<file path="config.mk">
export PLATFORM = sky130hd
export DESIGN_NAME = pqs_cell
export DESIGN_NICKNAME = d
export VERILOG_FILES = /design/src/rtl/pqs_pkg.sv /design/src/rtl/pqs_cell.sv
export SDC_FILE = /design/constraint.sdc
export NUM_CORES = 1
export LEC_CHECK = 0
export BUFFER_PORTS_ARGS = -buffer_cell sky130_fd_sc_hd__buf_2
export CORE_UTILIZATION = 35
export DETAILED_ROUTE_END_ITERATION = 7
export PLACE_DENSITY = 0.69
export SYNTH_ARGS = -nofsm -noshare
export SYNTH_HDL_FRONTEND = slang
export SYNTH_SLANG_ARGS = --single-unit
</file>
<file path="constraint.sdc">
create_clock -name clk -period 5.08 [get_ports clk]
set_clock_uncertainty 0.2 [all_clocks]
set_input_delay 1.016 -clock clk [delete_from_list [all_inputs] [get_ports clk]]
set_output_delay 1.016 -clock clk [all_outputs]
set_load 0.03 [all_outputs]
</file>
<file path="src/rtl/pqs_pkg.sv">
// Package: shared codes and control types for the periodic query scheduler.
`timescale 1ns / 1ps

package pqs_pkg;

	// Field widths fixed by the word format
	localparam int unsigned ID_W   = 16;
	localparam int unsigned PER_W  = 16;
	localparam int unsigned TIME_W = 32;

	// Operation carried in the func field of a query word
	typedef enum logic {
		FUNC_REGISTER = 1'b0,
		FUNC_NEXT     = 1'b1
	} func_t;

	// Status code of a result word
	typedef enum logic [1:0] {
		STATUS_REGISTERED = 2'd0,
		STATUS_FULL       = 2'd1,
		STATUS_FIRED      = 2'd2,
		STATUS_EMPTY      = 2'd3
	} status_t;

	// Broadcast command from the controller to every cell of the row
	typedef struct packed {
		logic insert;   // place the broadcast key at its sorted position
		logic replace;  // drop the head and reinsert the broadcast key
	} cell_cmd_t;

endpackage

</file>
<file path="src/rtl/pqs_cell.sv">
// Cell: one entry of the sorted row, with its own key compare and neighbour hand-off.
`timescale 1ns / 1ps

module pqs_cell #(
	parameter int unsigned KEY_W = 49
) (
	input  logic                     clk,
	input  logic                     arst_n,
	input  pqs_pkg::cell_cmd_t       cmd,
	input  logic [KEY_W-1:0]         bkey,
	input  logic [pqs_pkg::PER_W-1:0] bper,
	input  logic                     left_le,
	input  logic                     left_valid,
	input  logic [KEY_W-1:0]         left_key,
	input  logic [pqs_pkg::PER_W-1:0] left_per,
	input  logic                     right_le,
	input  logic [KEY_W-1:0]         right_key,
	input  logic [pqs_pkg::PER_W-1:0] right_per,
	output logic                     valid,
	output logic [KEY_W-1:0]         key,
	output logic [pqs_pkg::PER_W-1:0] per,
	output logic                     le
);

	logic                      valid_q;
	logic [KEY_W-1:0]          key_q;
	logic [pqs_pkg::PER_W-1:0] per_q;
	logic                      take_right;
	logic                      take_bcast;
	logic                      take_left;

	// Compare own key against the broadcast key
	assign le = valid_q && (key_q <= bkey);

	// Decide the move: shift left on replace, shift right on insert, or load the new key
	always_comb begin
		take_right = cmd.replace && right_le;
		take_bcast = (cmd.replace && le && !right_le) || (cmd.insert && !le && left_le);
		take_left  = cmd.insert && !le && !left_le;
	end

	// Occupancy: only an insert changes it
	always_ff @(posedge clk or negedge arst_n) begin
		if (!arst_n) begin
			valid_q <= 1'b0;
		end else if (cmd.insert && !le) begin
			valid_q <= left_le ? 1'b1 : left_valid;
		end
	end

	// Payload: hold unless a move selects a new entry
	always_ff @(posedge clk) begin
		priority if (take_right) begin
			key_q <= right_key;
			per_q <= right_per;
		end else if (take_bcast) begin
			key_q <= bkey;
			per_q <= bper;
		end else if (take_left) begin
			key_q <= left_key;
			per_q <= left_per;
		end
	end

	assign valid = valid_q;
	assign key   = key_q;
	assign per   = per_q;

endmodule

</file>
# After elaboration in Yosys (flattened, before gate mapping)
# Cells that the tools add are included.
word_totals:
  reg_bits: 66
  latchBits: 0
  ramBits: 0
  mem_bits_ro: 0
  inputBits: 202
  out_inout_bits: 67
  wordCells: 23
  memories: 0
op_classes:
  addsub: 0
  mul: 0
  n_div: 0
  order_cmp: 1
  eq_ne: 0
  n_shift: 0
  mux: 7
  bitwise: 0
  n_reduce_logical: 12
op_table:
  columns: ["operator", "count"]
  rows:
  - ["$mux W49", 3]
  - ["$le A49 B49 Y1", 1]
  - ["$mux W16", 3]
  - ["$logic_and A1 B1 Y1", 7]
  - ["$logic_not A1 Y1", 3]
  - ["$reduce_bool A3 Y1", 1]
  - ["$logic_or A1 B1 Y1", 1]
  - ["$mux W1", 1]

# Depth between registers and ports, before layout
depth:
  word_depth: 8
  ltp_mapped: 13
  ltp_nobuf: 10

# Worst setup path after synthesis
# Ideal clock, no wire load.
synth_path:
  path_type: "input-to-reg"
  startpoint: "in bkey[47]"
  endpoint: "reg key_q[0], in the netlist key[0], enable pin"
  setup_ns: 0.425
  t_arrival_ns: 4.326
  required_time_ns: 4.455
  path_slack_ns: 0.130
  stages: 11
  n_path_buf: 1
  cell_sequence: "inv_1 -> ha_1 -> and3_4 -> a221o_1 -> a31oi_1 -> o211ai_1 -> or3_1 -> buf_6 -> nand2_1 -> o21ai_0 -> nand2_1"
synth_via:
  elab_chain_len: 7
  elab_cells_between_ends: 10
  cone_classes: "1 x order compare; 9 x reduce/logical"
synth_lines:
  columns: ["item", "line_no", "rtl"]
  rows:
  - ["start: declaration", "pqs_cell.sv:10", "input logic [KEY_W-1:0] bkey,"]
  - ["$le A49 B49 Y1 (*)", "pqs_cell.sv:33", "assign le = valid_q && (key_q <= bkey);"]
  - ["$logic_and A1 B1 Y1 (*)", "pqs_cell.sv:33", null]
  - ["named net le", "pqs_cell.sv:22", "output logic le"]
  - ["$logic_not A1 Y1", "pqs_cell.sv:38, pqs_cell.sv:39", null]
  - ["$logic_and A1 B1 Y1", "pqs_cell.sv:38, pqs_cell.sv:39", null]
  - ["$logic_and A1 B1 Y1", "pqs_cell.sv:38", "take_bcast = (cmd.replace && le && !right_le) || (cmd.insert && !le && left_le);"]
  - ["$logic_or A1 B1 Y1", "pqs_cell.sv:38", null]
  - ["$reduce_bool A3 Y1 (no line) (*)", null, null]
  - ["end signal: assignment", "pqs_cell.sv:54", "key_q <= right_key;"]
  - ["end signal: assignment", "pqs_cell.sv:57", "key_q <= bkey;"]
  - ["end signal: assignment", "pqs_cell.sv:60", "key_q <= left_key;"]
  - ["end: declaration", "pqs_cell.sv:26", "logic [KEY_W-1:0] key_q;"]
# Mark *: on every way through the listed nets, which the timed path passes. The rest lies on a longest branch.
# A chain may end at the register's enable or synchronous reset.

# Final worst setup path
layout_path:
  startpoint: "in bkey[44]"
  endpoint: "reg per_q, in the netlist per[10] (data pin)"
layout_via:
  elab_chain_len: 8
  elab_cells_between_ends: 10
  cone_classes: "1 x order compare; 2 x mux; 7 x reduce/logical"
layout_lines:
  columns: ["item", "line_no", "rtl"]
  rows:
  - ["$le A49 B49 Y1 (*)", "pqs_cell.sv:33", null]
  - ["$logic_and A1 B1 Y1 (*)", "pqs_cell.sv:33", null]
  - ["$logic_not A1 Y1", "pqs_cell.sv:38", null]
  - ["$logic_and A1 B1 Y1 (2 in series)", "pqs_cell.sv:38", null]
  - ["$logic_or A1 B1 Y1 (*)", "pqs_cell.sv:38", null]
  - ["$mux W16 (*)", "pqs_cell.sv:56", "end else if (take_bcast) begin"]
  - ["$mux W16 (*)", "pqs_cell.sv:53", "priority if (take_right) begin"]
  - ["end signal: assignment", "pqs_cell.sv:55", "per_q <= right_per;"]
  - ["end signal: assignment", "pqs_cell.sv:58", "per_q <= bper;"]
  - ["end signal: assignment", "pqs_cell.sv:61", "per_q <= left_per;"]
  - ["end: declaration", "pqs_cell.sv:27", "logic [pqs_pkg::PER_W-1:0] per_q;"]
# Every way passes the cells marked *; elsewhere a longest branch is shown, timed or not.

==> run metrics <==
dpl hpwl 12.3 mm; Clock Sinks 66; peak supply drop 0.213 mV; max-slew violation count 0; Area after DPL 6410 um^2; synth unique cells 40; worst min path class primary input to asynchronous set/reset pin; Synth area leader edfxtp_1; H-tree levels 3; FF+latch count, synth 66; Synth Net Count 814; antenna viol nets, final 0; Max-Cap Viols 0; FF-to-FF setup slack 850 ps; reg-to-reg startpoint key[44]; number of iterations in the first detailed-routing pass 5; crit-path max cell delay 920 ps; Reg area 1980 um^2; root buffer cell clkbuf_16; area of the mapped netlist 5000 um^2; worst r2r dst per[10]; Area growth syn-to-layout 33.3%; postcts setup bufs 0; CTS tree built; I/O pin total 269; diode count 0; CTS clk-pin slew, worst paths 50 ps; grt ovf 0; first-pass GRT wire length 25.6 mm; Power Density 485 nW/um^2; Die Area 14800 um^2; Synth area leaders edfxtp_1, ha_1, o21ai_0, a21oi_1, a31oi_1; Critical Path, Cell by Cell buf_2 -> inv_1 -> ha_1 -> nand4_1 -> nor4_2 -> nand3_1 -> o22ai_1 -> or3_1 -> a21bo_2 -> nand2_2 -> a311o_1; die width 122 um; Fin Setup TNS 0 ps; RSZ-0062 raised after global routing no; warning count from the yosys run 0; Hold-fix buffers, CTS 0; initial core utilization 35.9%; DRT iter0 DRCs 269; Final Cycle Share 90.8%; share of the synthesized area in the top cell type 39.0%; Core ar. 13900 um^2; PostCTS Resize Cnt 0; std cell rows 43; vias in the first global route 5146; Worst setup SP type primary input; Max-slew headroom 24.5%; status finished clean; DRC Markers 0; Seq/Total Area, Yosys 39.5%; delay-heaviest family, CP compound AO/OA/AOI/OAI gates; leak pwr 3.18 nW; most frequent cells in the layout buf_2, o21ai_0, a21oi_1, edfxtp_1, nor2_1; WP buf/inv 2; most common cell after layout, fill and taps aside buf_2; kind of critical path primary input to flip-flop; Max FO, Critical Path 49; DR vias/cell 5.40; GPL Wtd Cong 0.811; footprint of the multi-input gates 2600 um^2; Critical Path RT 4960 ps; pre-CTS worst setup slack 97.2 ps; PnR worst setup slack 469 ps; fin nets 1057; DRT Wirelength 16.8 mm; Setup-failing EPs final 0; synthesized netlist cell count 563; clock buffer depth 2; Port Buffers 268; fin crit period 4610 ps; final-report hold violation count 0; worst setup path startpoint bkey[44]; syn_area_per_cell 8.88 um^2; Worst path slowest cell a21bo_2; initial antenna violation count 0; via count 5350; share of layout cells above drive strength 1 37.0%; largest net degree at the start of global routing 66; Final Util 47.8%; clock latency on the worst-skew pair 340 ps; Fin Hold WS 247 ps; R2R cell count 9; WL per Instance 16.9 um; crit end category flip-flop; Peak Freq 217 MHz; Worst-Margin Slew 1130 ps; CP arrival 4490 ps; design area 6670 um^2; # fillers 1418; Overall Global Routing Usage 22.7%; CTS Buf Count 9; Die Y 122 um
==> how the worst max path moves through the flow <==
stage | end | slack (ps) | cells after the start
global placement | per[6] | 140 | 11
global route | per[10] | 130 | 11
CTS | per[10] | 450 | 11
floorplan | key[0] | 130 | 11
detailed placement | per[10] | 100 | 11
finish | per[10] | 470 | 11
==> flip-flops by register name, summed over array words and instances (netlist names) <==
register and cells:
valid 1, per 16, key 49
==> area by class of cell <==
class / instances / share of cell area (%)
clock buffers: 12 / 3.55
clock inverters: 4 / 0.300
inverters: 51 / 2.87
multi-input cells: 403 / 39.0
flip-flops and latches: 66 / 29.6
well taps: 180 / 3.38
repair buffers: 275 / 21.3
==> per-stage QoR <==
step                power (mW)  cells
detailed placement        2.69    975
CTS                       3.26    991
finish                    3.23    991
global route              3.45    991
global placement          2.68    975
floorplan                 2.20    563
==> power breakdown <==
group          switching [mW]  leakage, nW  internal (mW)  total (mW)
Clock                   0.226        0.130          0.327       0.553
Sequential              0.106        0.650          0.901        1.01
Combinational            1.14         2.40          0.534        1.67
Total                    1.47         3.18           1.76        3.23
==> metal layers <==
metal	track usage [%]	vias to the layer above	wire length, um
li1	-	2605	-
met1	27.9	2467	6990
met2	39.3	259	8150
met3	5.90	19	1390
met4	6.10	0	243
met5	0	-	0
==> logic make-up (layout without fill, tap and decap cells) <==
logic type      after synthesis  in the layout  share of synthesized area [%]
compound gates              220            220                           26.2
simple gates                134            134                           13.2
buf+inv                      94            342                           8.73
flops                        66             66                           39.5
fa+ha+maj                    49             49                           12.3
==> cells in the mapped netlist <==
library cell,instances
or3_1,1
a2111oi_0,1
o21ai_0,73
nand2_1,13
nand4_1,12
a311o_1,17
a21bo_1,1
inv_1,51
nor2b_1,1
dfrtp_1,1
o311ai_1,1
a21o_1,3
nor4_2,1
clkbuf_1,25
nand3_1,5
or2_4,1
ha_1,49
a221oi_1,2
o211ai_1,1
nand2_2,2
a211oi_1,1
a21oi_1,65
buf_4,2
nand2b_1,1
a221o_1,1
nor3_1,21
a211oi_2,1
o31a_1,1
and2_4,1
buf_6,9
nor2_1,53
edfxtp_1,65
a31oi_1,49
and3_1,18
a21boi_4,1
and3_4,1
buf_2,7
and2_1,1
and4_1,2
o22ai_1,2
No activity file was read; power rests on OpenSTA's default activity.
